<file path="src/hw/rtl/pne_pkg.sv">
// Shared types, constants and arithmetic helpers for the proof-number node evaluator.
package pne_pkg;

	localparam int unsigned MAX_CHILDREN_DEF = 1024;
	localparam int unsigned SUBTREE_BITS_DEF = 24;
	localparam int unsigned QUEUE_DEPTH      = 4;

	localparam logic [15:0] INF16           = 16'hffff;
	localparam logic [15:0] DEPTH_CAP_RESET = 16'd32;
	localparam logic [24:0] PRIO_START      = 25'h0ffff00;
	localparam logic [16:0] LN2_Q16         = 17'd45426;

	typedef struct packed {
		logic [15:0] node_depth;
		logic [15:0] child_proof;
		logic [15:0] child_disproof;
		logic [15:0] child_steps;
		logic [23:0] child_subtree;
		logic        child_present;
		logic        last_child;
	} item_t;

	typedef struct packed {
		logic [15:0] node_proof;
		logic [15:0] node_disproof;
		logic [15:0] node_steps;
		logic [23:0] node_subtree;
		logic        explore_found;
		logic [9:0]  explore_index;
		logic        mate_found;
		logic [9:0]  mate_index;
	} result_t;

	// One classified child word handed from the front to the back.
	typedef struct packed {
		logic        start;
		logic        is_or;
		logic        at_limit;
		logic        present;
		logic        last;
		logic        undecided;
		logic        proven;
		logic [15:0] proof;
		logic [15:0] disproof;
		logic [15:0] steps;
		logic [15:0] steps_inc;
		logic [23:0] subtree;
		logic [24:0] prio;
	} work_t;

	function automatic logic [15:0] sat_add16(input logic [15:0] a, input logic [15:0] b);
		logic [16:0] s;
		s = {1'b0, a} + {1'b0, b};
		return s[16] ? INF16 : s[15:0];
	endfunction

	function automatic logic [7:0] ln_frac_q8(input logic [3:0] m);
		logic [7:0] v;
		case (m)
			4'd0:    v = 8'd0;
			4'd1:    v = 8'd16;
			4'd2:    v = 8'd30;
			4'd3:    v = 8'd44;
			4'd4:    v = 8'd57;
			4'd5:    v = 8'd70;
			4'd6:    v = 8'd82;
			4'd7:    v = 8'd93;
			4'd8:    v = 8'd104;
			4'd9:    v = 8'd114;
			4'd10:   v = 8'd124;
			4'd11:   v = 8'd134;
			4'd12:   v = 8'd143;
			4'd13:   v = 8'd152;
			4'd14:   v = 8'd161;
			default: v = 8'd169;
		endcase
		return v;
	endfunction

	// Natural log in Q5.8 of a nonzero 24-bit size, from the leading one and four bits below it.
	function automatic logic [12:0] ln_q8(input logic [23:0] x);
		logic [4:0]  k;
		logic [27:0] xe;
		logic [27:0] sh;
		logic [20:0] prod;
		k = 5'd0;
		for (int i = 0; i < 24; i++) begin
			if (x[i]) begin
				k = 5'(i);
			end
		end
		xe = {x, 4'b0000};
		sh = xe >> k;
		prod = 21'(k) * 21'(LN2_Q16) + 21'd128;
		return prod[20:8] + 13'(ln_frac_q8(sh[3:0]));
	endfunction

endpackage

</file>
<file path="src/hw/rtl/pne_queue.sv">
// Small register queue that decouples the classifier from the accumulator.
module pne_queue #(
	parameter int unsigned WIDTH = 8,
	parameter int unsigned DEPTH = pne_pkg::QUEUE_DEPTH
) (
	input  logic             clk,
	input  logic             arst_n,
	input  logic             wr_en,
	input  logic [WIDTH-1:0] wr_data,
	output logic             full,
	input  logic             rd_en,
	output logic [WIDTH-1:0] rd_data,
	output logic             valid
);

	localparam int unsigned PTR_W = (DEPTH > 1) ? $clog2(DEPTH) : 1;

	logic [WIDTH-1:0] slot_q [DEPTH];
	logic [PTR_W-1:0] wr_ptr_q;
	logic [PTR_W-1:0] rd_ptr_q;
	logic [PTR_W:0]   count_q;
	logic             do_wr;
	logic             do_rd;

	assign full    = (count_q == (PTR_W+1)'(DEPTH));
	assign valid   = (count_q != '0);
	assign rd_data = slot_q[rd_ptr_q];
	assign do_wr   = wr_en && !full;
	assign do_rd   = rd_en && valid;

	always_ff @(posedge clk) begin
		if (do_wr) begin
			slot_q[wr_ptr_q] <= wr_data;
		end
	end

	always_ff @(posedge clk or negedge arst_n) begin
		if (!arst_n) begin
			wr_ptr_q <= '0;
			rd_ptr_q <= '0;
			count_q  <= '0;
		end else begin
			if (do_wr) begin
				wr_ptr_q <= (wr_ptr_q == PTR_W'(DEPTH - 1)) ? '0 : wr_ptr_q + 1'b1;
			end
			if (do_rd) begin
				rd_ptr_q <= (rd_ptr_q == PTR_W'(DEPTH - 1)) ? '0 : rd_ptr_q + 1'b1;
			end
			if (do_wr && !do_rd) begin
				count_q <= count_q + 1'b1;
			end else if (do_rd && !do_wr) begin
				count_q <= count_q - 1'b1;
			end
		end
	end

endmodule

</file>
<file path="src/hw/rtl/pne_front.sv">
// Front end: accepts child words, tracks node boundaries and classifies each child.
module pne_front (
	input  logic            clk,
	input  logic            arst_n,
	input  logic            push,
	input  logic            full,
	input  pne_pkg::item_t  item,
	input  logic [15:0]     depth_cap,
	output logic            q_push,
	output pne_pkg::work_t  q_word
);

	logic        inside_q;
	logic        is_or_q;
	logic        at_limit_q;
	logic        cur_or;
	logic        cur_limit;
	logic        accept;
	logic [23:0] size_fix;
	logic [12:0] ln_size;

	assign accept = push && !full;
	assign q_push = accept;

	always_comb begin
		// The depth is only sampled on the first word of a node.
		cur_or    = inside_q ? is_or_q : !item.node_depth[0];
		cur_limit = inside_q ? at_limit_q : (item.node_depth >= depth_cap);
		size_fix  = (item.child_subtree == '0) ? 24'd1 : item.child_subtree;
		ln_size   = pne_pkg::ln_q8(size_fix);

		q_word.start     = !inside_q;
		q_word.is_or     = cur_or;
		q_word.at_limit  = cur_limit;
		q_word.present   = item.child_present;
		q_word.last      = item.last_child;
		q_word.undecided = (item.child_proof != '0) && (item.child_disproof != '0);
		q_word.proven    = (item.child_proof == '0);
		q_word.proof     = item.child_proof;
		q_word.disproof  = item.child_disproof;
		q_word.steps     = item.child_steps;
		q_word.steps_inc = pne_pkg::sat_add16(item.child_steps, 16'd1);
		q_word.subtree   = size_fix;
		q_word.prio      = 25'({(cur_or ? item.child_proof : item.child_disproof), 8'h00})
			+ 25'(ln_size);
	end

	always_ff @(posedge clk or negedge arst_n) begin
		if (!arst_n) begin
			inside_q   <= 1'b0;
			is_or_q    <= 1'b0;
			at_limit_q <= 1'b0;
		end else if (accept) begin
			inside_q   <= !item.last_child;
			is_or_q    <= cur_or;
			at_limit_q <= cur_limit;
		end
	end

endmodule

</file>
<file path="src/hw/rtl/pne_back.sv">
// Back end: accumulates the node aggregate and selections, and holds the finished result.
module pne_back #(
	parameter int unsigned MAX_CHILDREN = pne_pkg::MAX_CHILDREN_DEF,
	parameter int unsigned SUBTREE_BITS = pne_pkg::SUBTREE_BITS_DEF
) (
	input  logic             clk,
	input  logic             arst_n,
	input  logic             q_valid,
	input  pne_pkg::work_t   q_word,
	output logic             q_pop,
	output logic             empty,
	input  logic             pop,
	output pne_pkg::result_t result
);

	localparam int unsigned CNT_W = $clog2(MAX_CHILDREN + 1);
	localparam int unsigned SUM_W = ((SUBTREE_BITS > 24) ? SUBTREE_BITS : 24) + 1;
	localparam logic [SUM_W-1:0] SUB_MAX = SUM_W'({SUBTREE_BITS{1'b1}});

	logic [15:0]             proof_q,    b_proof,    n_proof;
	logic [15:0]             disproof_q, b_disproof, n_disproof;
	logic [15:0]             steps_q,    b_steps,    n_steps;
	logic [SUBTREE_BITS-1:0] sub_q,      b_sub,      n_sub;
	logic [24:0]             prio_q,     b_prio,     n_prio;
	logic                    xfound_q,   b_xfound,   n_xfound;
	logic [CNT_W-1:0]        xidx_q,     b_xidx,     n_xidx;
	logic [15:0]             mstep_q,    b_mstep,    n_mstep;
	logic                    mfound_q,   b_mfound,   n_mfound;
	logic [CNT_W-1:0]        midx_q,     b_midx,     n_midx;
	logic [CNT_W-1:0]        cnt_q,      b_cnt,      n_cnt;
	logic [SUM_W-1:0]        sub_sum;
	logic                    selectable;
	logic                    mate_better;
	logic [CNT_W+9:0]        xidx_ext;
	logic [CNT_W+9:0]        midx_ext;
	logic [SUBTREE_BITS+23:0] sub_ext;
	logic                    out_valid_q;
	pne_pkg::result_t        res_d;
	pne_pkg::result_t        result_q;

	// A node's last word waits only when the held result is neither free nor leaving.
	assign q_pop  = q_valid && (!q_word.last || !out_valid_q || pop);
	assign empty  = !out_valid_q;
	assign result = result_q;

	always_comb begin
		if (q_word.start) begin
			b_proof    = q_word.is_or ? pne_pkg::INF16 : 16'd0;
			b_disproof = q_word.is_or ? 16'd0 : pne_pkg::INF16;
			b_steps    = q_word.is_or ? pne_pkg::INF16 : 16'd1;
			b_sub      = SUBTREE_BITS'(1);
			b_prio     = pne_pkg::PRIO_START;
			b_xfound   = 1'b0;
			b_xidx     = '0;
			b_mstep    = q_word.is_or ? pne_pkg::INF16 : 16'd0;
			b_mfound   = 1'b0;
			b_midx     = '0;
			b_cnt      = '0;
		end else begin
			b_proof    = proof_q;
			b_disproof = disproof_q;
			b_steps    = steps_q;
			b_sub      = sub_q;
			b_prio     = prio_q;
			b_xfound   = xfound_q;
			b_xidx     = xidx_q;
			b_mstep    = mstep_q;
			b_mfound   = mfound_q;
			b_midx     = midx_q;
			b_cnt      = cnt_q;
		end

		n_proof    = b_proof;
		n_disproof = b_disproof;
		n_steps    = b_steps;
		n_sub      = b_sub;
		n_prio     = b_prio;
		n_xfound   = b_xfound;
		n_xidx     = b_xidx;
		n_mstep    = b_mstep;
		n_mfound   = b_mfound;
		n_midx     = b_midx;
		n_cnt      = b_cnt;

		selectable  = (b_cnt < CNT_W'(MAX_CHILDREN));
		sub_sum     = SUM_W'(b_sub) + SUM_W'(q_word.subtree);
		mate_better = q_word.is_or ? (q_word.steps < b_mstep) : (q_word.steps > b_mstep);

		if (q_word.present) begin
			if (q_word.is_or) begin
				n_proof    = (q_word.proof < b_proof) ? q_word.proof : b_proof;
				n_disproof = pne_pkg::sat_add16(b_disproof, q_word.disproof);
				n_steps    = (q_word.steps_inc < b_steps) ? q_word.steps_inc : b_steps;
			end else begin
				n_proof    = pne_pkg::sat_add16(b_proof, q_word.proof);
				n_disproof = (q_word.disproof < b_disproof) ? q_word.disproof : b_disproof;
				n_steps    = (q_word.steps_inc > b_steps) ? q_word.steps_inc : b_steps;
			end
			n_sub = (sub_sum > SUB_MAX) ? SUB_MAX[SUBTREE_BITS-1:0]
				: sub_sum[SUBTREE_BITS-1:0];

			// Children past the position limit still count in the aggregate.
			if (selectable) begin
				if (q_word.undecided && (q_word.prio < b_prio)) begin
					n_prio   = q_word.prio;
					n_xfound = 1'b1;
					n_xidx   = b_cnt;
				end
				if (q_word.proven && mate_better) begin
					n_mstep  = q_word.steps;
					n_mfound = 1'b1;
					n_midx   = b_cnt;
				end
				n_cnt = b_cnt + 1'b1;
			end
		end

		xidx_ext = {10'd0, n_xidx};
		midx_ext = {10'd0, n_midx};
		sub_ext  = {24'd0, n_sub};

		if (q_word.at_limit) begin
			res_d.node_proof    = pne_pkg::INF16;
			res_d.node_disproof = 16'd0;
			res_d.node_steps    = pne_pkg::INF16;
			res_d.node_subtree  = 24'd1;
		end else begin
			res_d.node_proof    = n_proof;
			res_d.node_disproof = n_disproof;
			res_d.node_steps    = n_steps;
			res_d.node_subtree  = sub_ext[23:0];
		end
		res_d.explore_found = n_xfound;
		res_d.explore_index = n_xfound ? xidx_ext[9:0] : 10'd0;
		res_d.mate_found    = n_mfound;
		res_d.mate_index    = n_mfound ? midx_ext[9:0] : 10'd0;
	end

	always_ff @(posedge clk) begin
		if (q_pop && q_word.last) begin
			result_q <= res_d;
		end
	end

	always_ff @(posedge clk or negedge arst_n) begin
		if (!arst_n) begin
			out_valid_q <= 1'b0;
			proof_q     <= '0;
			disproof_q  <= '0;
			steps_q     <= '0;
			sub_q       <= '0;
			prio_q      <= '0;
			xfound_q    <= 1'b0;
			xidx_q      <= '0;
			mstep_q     <= '0;
			mfound_q    <= 1'b0;
			midx_q      <= '0;
			cnt_q       <= '0;
		end else begin
			if (q_pop && q_word.last) begin
				out_valid_q <= 1'b1;
			end else if (pop) begin
				out_valid_q <= 1'b0;
			end
			if (q_pop) begin
				proof_q    <= n_proof;
				disproof_q <= n_disproof;
				steps_q    <= n_steps;
				sub_q      <= n_sub;
				prio_q     <= n_prio;
				xfound_q   <= n_xfound;
				xidx_q     <= n_xidx;
				mstep_q    <= n_mstep;
				mfound_q   <= n_mfound;
				midx_q     <= n_midx;
				cnt_q      <= n_cnt;
			end
		end
	end

endmodule

</file>
<file path="src/hw/rtl/proof_number_node_evaluator.sv">
// Top level of the proof-number node evaluator: config register, front, queue and back.
//
// Input side: a queue port. A child word is taken at a rising edge with push high and
// full low. The first word of a node carries its depth; even depth is an OR node, odd
// an AND node. A word with child_present low adds no child; last_child closes the node.
// Result side: a queue port. While empty is low the node result is on result, and it
// leaves at a rising edge with pop high. One result is produced per node.
// Throughput is one child word per cycle while full is low. Each word passes the
// classifier (size log in Q5.8 and priority) into a four-word queue; the accumulator
// retires one word a cycle unless a node's last word waits on the held result.
// The single result register holds while pop is low; the accumulator keeps absorbing
// children meanwhile and stalls only on the next node's last word, after which the
// queue fills and full rises.
// The depth cap is written with depth_cap_we; write it only while the block is idle.
// Reset clears the queue, the node tracking and the result valid flag, and sets
// the depth cap to 32. The block accepts words as soon as reset is released.
module proof_number_node_evaluator #(
	parameter int unsigned MAX_CHILDREN = pne_pkg::MAX_CHILDREN_DEF,
	parameter int unsigned SUBTREE_BITS = pne_pkg::SUBTREE_BITS_DEF
) (
	input  logic             clk,
	input  logic             arst_n,
	input  logic             push,
	output logic             full,
	input  pne_pkg::item_t   item,
	output logic             empty,
	input  logic             pop,
	output pne_pkg::result_t result,
	input  logic             depth_cap_we,
	input  logic [15:0]      depth_cap_wdata
);

	logic [15:0]     depth_cap_q;
	logic            q_push;
	logic            q_full;
	logic            q_valid;
	logic            q_pop;
	pne_pkg::work_t  q_in;
	pne_pkg::work_t  q_out;

	always_ff @(posedge clk or negedge arst_n) begin
		if (!arst_n) begin
			depth_cap_q <= pne_pkg::DEPTH_CAP_RESET;
		end else if (depth_cap_we) begin
			depth_cap_q <= depth_cap_wdata;
		end
	end

	assign full = q_full;

	pne_front u_front (
		.clk       (clk),
		.arst_n    (arst_n),
		.push      (push),
		.full      (q_full),
		.item      (item),
		.depth_cap (depth_cap_q),
		.q_push    (q_push),
		.q_word    (q_in)
	);

	pne_queue #(
		.WIDTH ($bits(pne_pkg::work_t)),
		.DEPTH (pne_pkg::QUEUE_DEPTH)
	) u_queue (
		.clk     (clk),
		.arst_n  (arst_n),
		.wr_en   (q_push),
		.wr_data (q_in),
		.full    (q_full),
		.rd_en   (q_pop),
		.rd_data (q_out),
		.valid   (q_valid)
	);

	pne_back #(
		.MAX_CHILDREN (MAX_CHILDREN),
		.SUBTREE_BITS (SUBTREE_BITS)
	) u_back (
		.clk     (clk),
		.arst_n  (arst_n),
		.q_valid (q_valid),
		.q_word  (q_out),
		.q_pop   (q_pop),
		.empty   (empty),
		.pop     (pop),
		.result  (result)
	);

endmodule

</file>
<file path="config.mk">
export PLATFORM = sky130hd
export DESIGN_NAME = proof_number_node_evaluator
export DESIGN_NICKNAME = d
export VERILOG_FILES = /design/src/hw/rtl/pne_pkg.sv /design/src/hw/rtl/pne_queue.sv /design/src/hw/rtl/pne_front.sv /design/src/hw/rtl/pne_back.sv /design/src/hw/rtl/proof_number_node_evaluator.sv
export SDC_FILE = /design/constraint.sdc
export NUM_CORES = 1
export LEC_CHECK = 0
export BUFFER_PORTS_ARGS = -buffer_cell sky130_fd_sc_hd__buf_4
export CORE_MARGIN = 2
export CORE_UTILIZATION = 37
export DETAILED_ROUTE_END_ITERATION = 6
export GPL_TIMING_DRIVEN = 0
export PLACE_DENSITY = 0.52
export SETUP_SLACK_MARGIN = 0.05
export SYNTH_ARGS = -nofsm -noshare
export SYNTH_HDL_FRONTEND = slang
export SYNTH_HIERARCHICAL = 1
export SYNTH_SLANG_ARGS = --single-unit
</file>
<file path="constraint.sdc">
create_clock -name clk -period 18.8 [get_ports clk]
set_clock_uncertainty 0.05 [all_clocks]
set_input_delay 0.94 -clock clk [delete_from_list [all_inputs] [get_ports clk]]
set_output_delay 0.94 -clock clk [all_outputs]
set_load 0.02 [all_outputs]
</file>
Word-level counts from Yosys, hierarchy flattened
Memories as Yosys holds them, arrays and structs flattened.
Index checks and enable logic that the tools add are counted.
- memories: 2
- bits in read-only memories: 128
- bits in registers: 269
- word-level logic and storage cells: 168
- input port bits: 111
- RAM bits: 480
- output and inout port bits: 96
- memory list (memory ; depth ; bits a word ; read ports ; clocked after Yosys merged registers in ; write ports ; RTL line ; source):
    u_queue.slot_q ; 4 ; 120 ; 1 ; 0 ; 1 ; pne_queue.sv:18 ; logic [WIDTH-1:0] slot_q [DEPTH];
    (no name shown) ; 16 ; 8 ; 1 ; 0 ; 0 ; pne_pkg.sv:59 ; case (m)
- multipliers: 1
- multiplexer cells: 85
- $lt $le $gt $ge: 10
- reductions and logical operators: 27
- add/sub/neg operators: 12
- equal/unequal tests: 3
- shift operators: 1
- operator list (cell ; number):
    2-to-1 mux 16 bit ; 24
    2-to-1 mux 11 bit ; 11
    2-to-1 mux 5 bit ; 22
    2-to-1 mux 25 bit ; 4
    2-to-1 mux 24 bit ; 4
    < comparator 16 bit ; 4
    adder 16 x 16 -> 17 bit ; 2
    > comparator 16 bit ; 2
    nonzero test 16 bit ; 2
    right shift 28 x 5 -> 4 bit ; 1
    adder 24 x 13 -> 25 bit ; 1
    adder 24 x 24 -> 25 bit ; 1
    > comparator 25 x 24 -> 1 bit, second input constant ; 1
    < comparator 25 bit ; 1
    zero test 24 bit ; 1
    adder 21 x 8 -> 21 bit, second input constant ; 1
    multiplier 5 x 15 -> 20 bit, second input constant ; 1
    adder 16 x 1 -> 17 bit, second input constant ; 1
    greater-or-equal comparator 16 bit ; 1
    zero test 16 bit ; 1
    2-to-1 mux 1 bit ; 16
    adder 13 x 8 -> 13 bit ; 1
    adder 11 x 1 -> 11 bit, second input constant ; 1
    < comparator 11 bit, second input constant ; 1
    other kinds (12) ; 34

Longest topological paths before layout
Gate-level depths: netlist of run 1.
- depth in word-level cells: 29
- gate-level depth with buffers: 43
- gate-level depth less buffers: 41

Modules after synthesis
Netlist of run 1, hierarchy kept.
- by module, submodules not included (module ; area an instance (um2) ; times used ; cells an instance ; sequential area each (um2)):
    pne_queue ; 17780.8 ; 1 ; 664 ; 14589.0
    pne_back ; 17282.8 ; 1 ; 1938 ; 6501.2
    pne_front ; 5310.1 ; 1 ; 768 ; 75.1
    proof_number_node_evaluator ; 650.6 ; 1 ; 34 ; 401.6

Worst setup path after synthesis of run 1
OpenSTA, ideal clock, no wires.
- path kind: input to register
- from: input item[21] (netlist name)
- to: memory u_queue/slot_q[0][22] (netlist name) (data pin)
- cell stages on the path: 40
- arrival: 8422 ps
- buffers on the path: 2
- path slack: 10054 ps
- library setup time: 274 ps
- data required time: 18476 ps
- path through: clkbuf_1 nor2_1 nand2_1 a21boi_0 nor2_1 buf_1 ha_1 inv_1 fa_1 inv_1 ha_1 nand2_1 or4_4 a21oi_2 nor2_1 xnor2_1 ha_1 xor2_1 (+4 left out) a21boi_0 o21a_1 o21a_1 o21a_1 o21a_1 xor2_1 inv_1 fa_1 inv_1 a21oi_1 o21bai_1 a21oi_1 nor2_1 nand2_1 a21o_1 a21oi_1 nand2_1 xor2_1
- RTL lines (item ; RTL line ; source):
    start, declared ; proof_number_node_evaluator.sv:25 ; input pne_pkg::item_t item,
    end, declared ; pne_queue.sv:18 ;

==> results.toml, run 1 <==
[cells_and_area]
fin_cells = 5249
drive_gt1_frac = 0.184
nFillCells = 10400
multi_input_area_um2 = 17500
ff_latch_area_um2 = 21600
final_nets = 4041
syn2layout_area_growth_pct = 15.1
final_cell_mix = "574 x edfxtp_1, 278 x nor2_1, 255 x buf_4, 231 x nand2_1, 221 x ha_1"
mostFrequentLayoutCell = "edfxtp_1"

[cts]
path_clk_slew_ns = 0.06
clock_path_buffers = 3
h-tree-depth = 3
cts_tree = "done"
post_cts_buffers = 0
cts_hold_buf = 0
clkLatencyLatePin_ns = 0.66
clk_root_buffer_cell = "clkbuf_16"
clock_sinks = 747
cts_resized = 0
cts_buffers = 79

[sta]
finalCritPeriodShare = 0.541
maxSlewHeadroom = 0.0329
rsz0062_at_grt = "false"
setup_ws_ns = 8.64
finalHoldViolations = 0
finalSetupViolations = 0
fmax_mhz = 98.4
period_needed_ns = 10.16
setup_tns_ns = 0
worst_pin_slew_ns = 1.45
drv_slew = 0

[route]
post_drt_wl_per_cell_um = 22.9
vias_per_cell = 5.48
detailroute.via_count = 28800
wl_mm = 120
ant_nets = 0
drcViolationCount = 0
drt_iter0_markers = 2591
first_pass_iters = 6

[critical_path]
crit_type = "in -> reg"
cp.arrival_ns = 10.51
critPathLaunchType = "input pin"
crit_path_frequent_cell = "a21oi_1"
critPathRequiredTime_ns = 19.14
critPathSlowestCell = "fa_1"
end_kind = "register"
max_stage_delay_ns = 0.70
crit_fanout = 15

[synth]
ys_seq_area_frac = 0.526
ys_ff_latch = 747
avgSynthCellArea_um2 = 12.1
synth.cell_area_um2 = 41000
syn-num-nets = 3750
yosysUniqueCellTypes = 116
ys_warn_count = 6
synth_edf_count = 574
netlist_instances = 3404
postSynth.asyncResetShare = 0.232
synth_ff_type = "edfxtp_1"

[place]
gp_congestion = 0.933
place_ws_ns = 8.07
port_buffers = 196
dp_cells = 5102
dp_hpwl_mm = 88.6

[run_status]
status = "complete, no violations"

[flow_run]
cap_violations = 0

[floorplanning]
rows = 122
initial_core_util = 0.372
die_y_um = 337
core_um2 = 110000
die_w_um = 337
io_pins = 207
die_area_um2 = 114000

[global_routing]
grt_overflow = 0
grt_use_total = 0.211
antenna_found_initial = 6
grt_max_degree = 68
grt_pass1_wl_mm = 181
first_global_vias = 28600

[worst_hold_path]
holdCritPathClass = "in -> async"
## per-stage QoR
step | hold slack [ns] | cell area [um^2] | utilization
6_report | 0.182 | 47200 | 0.428
3_3_place_gp | 0.392 | 44400 | 0.402
5_1_grt | 0.212 | 47200 | 0.428
3_5_place_dp | 0.398 | 44700 | 0.405
4_1_cts | 0.183 | 47200 | 0.428
2_1_floorplan | 0.381 | 41000 | -
## cell usage after synthesis, types with 22 or more instances
cell type | number | area share
ha_1 | 221 | 0.067
mux2i_1 | 48 | 0.012
dfrtp_1 | 172 | 0.10
o21ai_0 | 125 | 0.015
nor4_1 | 22 | 0.0034
nand4_1 | 24 | 0.0037
buf_2 | 29 | 0.0035
clkbuf_1 | 121 | 0.011
or2_2 | 24 | 0.0037
a31oi_1 | 23 | 0.0035
xor2_1 | 38 | 0.0081
buf_4 | 60 | 0.011
nor3_1 | 77 | 0.0094
nand2b_1 | 23 | 0.0035
nand2_1 | 231 | 0.021
and2_1 | 27 | 0.0041
xnor2_1 | 53 | 0.011
mux2_2 | 39 | 0.011
a211oi_1 | 23 | 0.0042
nand3_1 | 90 | 0.011
o211ai_1 | 32 | 0.0059
inv_1 | 157 | 0.014
nor2b_1 | 40 | 0.0061
o31ai_1 | 26 | 0.0048
a21oi_1 | 204 | 0.025
a21o_1 | 36 | 0.0066
nor2_1 | 279 | 0.026
edfxtp_1 | 574 | 0.42
mux4_2 | 121 | 0.066
## logic make-up (layout without fill, tap and decap cells)
family | count (synthesis) | count (layout) | share of synthesized area
xor+xnor | 91 | 91 | 0.0194
simple gates | 947 | 947 | 0.113
compound gates | 752 | 752 | 0.126
mux | 220 | 220 | 0.0935
fa+ha+maj | 235 | 235 | 0.0742
flops | 747 | 747 | 0.526
buf+inv | 412 | 767 | 0.0485
other cells | 0 | 2 | 0
## layer usage
metal / vias to the layer above / GRT usage / share of wire
li1: 13400 / - / -
met1: 14300 / 0.289 / 0.44
met2: 872 / 0.349 / 0.48
met4: 6 / 0.0652 / 0.027
met5: - / 0 / 0.00032
met3: 190 / 0.0268 / 0.054
## area by class of cell
type / instances / share of cell area
Clock inverter: 38 / 0.00665
Sequential cell: 747 / 0.457
Buffer: 251 / 0.0293
Antenna cell: 2 / 0.000106
Inverter: 161 / 0.0128
Timing Repair Buffer: 210 / 0.0387
Clock buffer: 107 / 0.0462
Tap cell: 1488 / 0.0394
Multi-Input combinational cell: 2245 / 0.370
## critical path: cells and delay by family
family,cells,cell delay (ns)
adders and majority gates,5,2.01
buffers and inverters,6,1.20
xor gates and xnor gates,2,0.43
AOI/OAI and AO/OA,16,3.65
and+or+nand+nor,9,2.28
## flip-flops by register name (all words and copies together), names as in the netlist, 2 cells and up
register           cells
u_back/mstep_q        16
u_queue/wr_ptr_q       2
u_back/cnt_q          11
u_back/prio_q         25
u_back/result         94
u_back/sub_q          24
u_queue/count_q        3
u_back/disproof_q     16
u_back/proof_q        16
u_back/midx_q         10
depth_cap_q           16
u_queue/rd_ptr_q       2
u_back/xidx_q         10
u_queue/slot_q       480
u_back/steps_q        16
## final timing paths
path | startpoint | end | slack (ns) | depth (start not counted)
worst max-delay path | item[21] | u_queue/slot_q[2][24] | 8.64 | 38
worst min-delay path | arst_n | u_back/disproof_q[8] | 0.18 | 1
worst max register to register | u_queue/rd_ptr_q[1] | u_back/result[93] | 11.15 | 18
worst min register to register | u_back/sub_q[5] | u_back/sub_q[5] | 0.41 | 2
max in group asynchronous | arst_n | u_back/sub_q[10] | 17.74 | 2
min in group clk | u_back/sub_q[5] | u_back/sub_q[5] | 0.41 | 2
Power of run 1 is left out: the tool's default activity adds up to more than one toggle a clock period on the data nets, which glitch-free logic cannot reach.
==> run 2: changes to the inputs <==
--- a/config.mk
+++ b/config.mk
@@ -10,7 +10,7 @@
 export CORE_UTILIZATION = 37
 export DETAILED_ROUTE_END_ITERATION = 6
 export GPL_TIMING_DRIVEN = 0
-export PLACE_DENSITY = 0.52
+export PLACE_DENSITY = 0.54
 export SETUP_SLACK_MARGIN = 0.05
 export SYNTH_ARGS = -nofsm -noshare
 export SYNTH_HDL_FRONTEND = slang
==> constraint.sdc (replaced) <==
create_clock -name clk -period 9.3 [get_ports clk]
set_clock_uncertainty 0.05 [all_clocks]
set_input_delay 0.465 -clock clk [delete_from_list [all_inputs] [get_ports clk]]
set_output_delay 0.465 -clock clk [all_outputs]
set_load 0.02 [all_outputs]
==> run 2 against run 1 <==
  * Hold slack worse by 0.12 ns
  * Register-to-register slack worse by 9.3 ns
  * Die area unchanged
  * Final area up 0.95%
  * Sequential cell count unchanged
  * Critical endpoint is now u_queue/slot_q[0][22]
  * Largest cell class unchanged
  * Highest routed layer unchanged
==> results.toml, run 2 (synthesis gave the netlist of run 1 again) <==
[cts]
h-tree-depth = 3
clkLatencyLatePin_ns = 0.65
cts_tree = "done"
path_clk_slew_ns = 0.07
clock_sinks = 747
cts_buffers = 78
clk_root_buffer_cell = "clkbuf_16"
clock_path_buffers = 3

[place]
port_buffers = 196
dp_cells = 5101
gp_congestion = 0.933
dp_hpwl_mm = 86.5

[critical_path]
crit_type = "in -> reg"
end_kind = "register"
critPathLaunchType = "input pin"
cp.arrival_ns = 8.92
critPathSlowestCell = "or4_1"
r2r_start = "u_queue/rd_ptr_q[1]"
path_delay_family = "adder cells"
crit_start = "item[20]"
crit_path_frequent_cell = "inv_1"
critPathRequiredTime_ns = 9.61
max_stage_delay_ns = 0.55
crit_fanout = 10
crit_buf_inv = 8

[route]
drcViolationCount = 0
wl_mm = 118
ant_nets = 0
first_pass_iters = 6
detailroute.via_count = 29000
drt_iter0_markers = 2535
vias_per_cell = 5.50
post_drt_wl_per_cell_um = 22.4

[sta]
rsz0062_at_grt = "false"
drv_slew = 0
worst_pin_slew_ns = 1.30
worst_hold_slack_ns = 0.0623
fmax_mhz = 116
finalHoldViolations = 0
finalCritPeriodShare = 0.926
period_needed_ns = 8.61
setup_tns_ns = 0
maxSlewHeadroom = 0.136
finalSetupViolations = 0

[floorplanning]
rows = 122
io_pins = 207
initial_core_util = 0.372
die_y_um = 337
die_w_um = 337
die_area_um2 = 114000
core_um2 = 110000

[global_routing]
grt_max_degree = 93
grt_pass1_wl_mm = 178
grt_use_total = 0.206
grt_overflow = 0
first_global_vias = 28400
antenna_found_initial = 6

[cells_and_area]
final_cell_mix = "574 x edfxtp_1, 275 x nor2_1, 258 x buf_4, 230 x nand2_1, 220 x ha_1"
largest_reg_flops = 480
nFillCells = 10300
final_nets = 4059
syn2layout_area_growth_pct = 16.2
mostFrequentLayoutCell = "edfxtp_1"
drive_gt1_frac = 0.193
fin_cells = 5266
largest-register = "u_queue/slot_q"

[run_status]
status = "complete, no violations"

[worst_hold_path]
holdCritPathClass = "in -> reg"
worstHoldStart = "depth_cap_we"

[flow_run]
cap_violations = 0
run 2: per-stage QoR:
step	utilization	cell area, um^2	setup WS, ns
detailed placement	0.405	44700	-1.15
global placement	0.402	44400	-1.87
CTS	0.431	47600	-0.0231
finish	0.432	47700	0.686
floorplan	-	41000	1.03
global route	0.432	47700	0.172
run 2: worst paths after layout:
kind / endpoint / slack, ns / depth (start not counted)
worst max-delay path: u_queue/slot_q[0][22] / 0.69 / 41
worst min-delay path: depth_cap_q[0] / 0.06 / 2
worst max register to register: u_back/result[26] / 1.82 / 19
worst min register to register: u_back/sub_q[5] / 0.42 / 2
max in group asynchronous: u_back/sub_q[11] / 7.79 / 3
min in group asynchronous: u_back/disproof_q[7] / 0.43 / 2
run 2: routing by layer:
metal | vias up | part of all wire | GRT usage | wire (um)
li1 | 13400 | - | - | -
met1 | 14400 | 0.44 | 0.277 | 51500
met2 | 916 | 0.48 | 0.342 | 56500
met3 | 209 | 0.056 | 0.0301 | 6650
met4 | 2 | 0.030 | 0.0688 | 3500
met5 | - | 0.00011 | 0 | 13
run 2: cell type report:
class / count / area, um^2 / share of cell area
Antenna cell: 1 / 2.50 / 0.0000525
Tap cell: 1488 / 1860 / 0.0390
Clock buffer: 94 / 2060 / 0.0433
Buffer: 249 / 1390 / 0.0291
Inverter: 161 / 604 / 0.0127
Clock inverter: 50 / 562 / 0.0118
Timing Repair Buffer: 231 / 2030 / 0.0425
Multi-Input combinational cell: 2245 / 17600 / 0.369
Sequential cell: 747 / 21600 / 0.452
run 2: timing repair:
item | CTS | global route
hold buffers | 19 | 0
gates resized for setup | 6 | 33
hold endpoints to repair | 111 | 0
pin swaps | 0 | 4
buffers inserted | 0 | 3
setup endpoints to repair | 28 | 40
Power of run 2 is left out for the same reason.
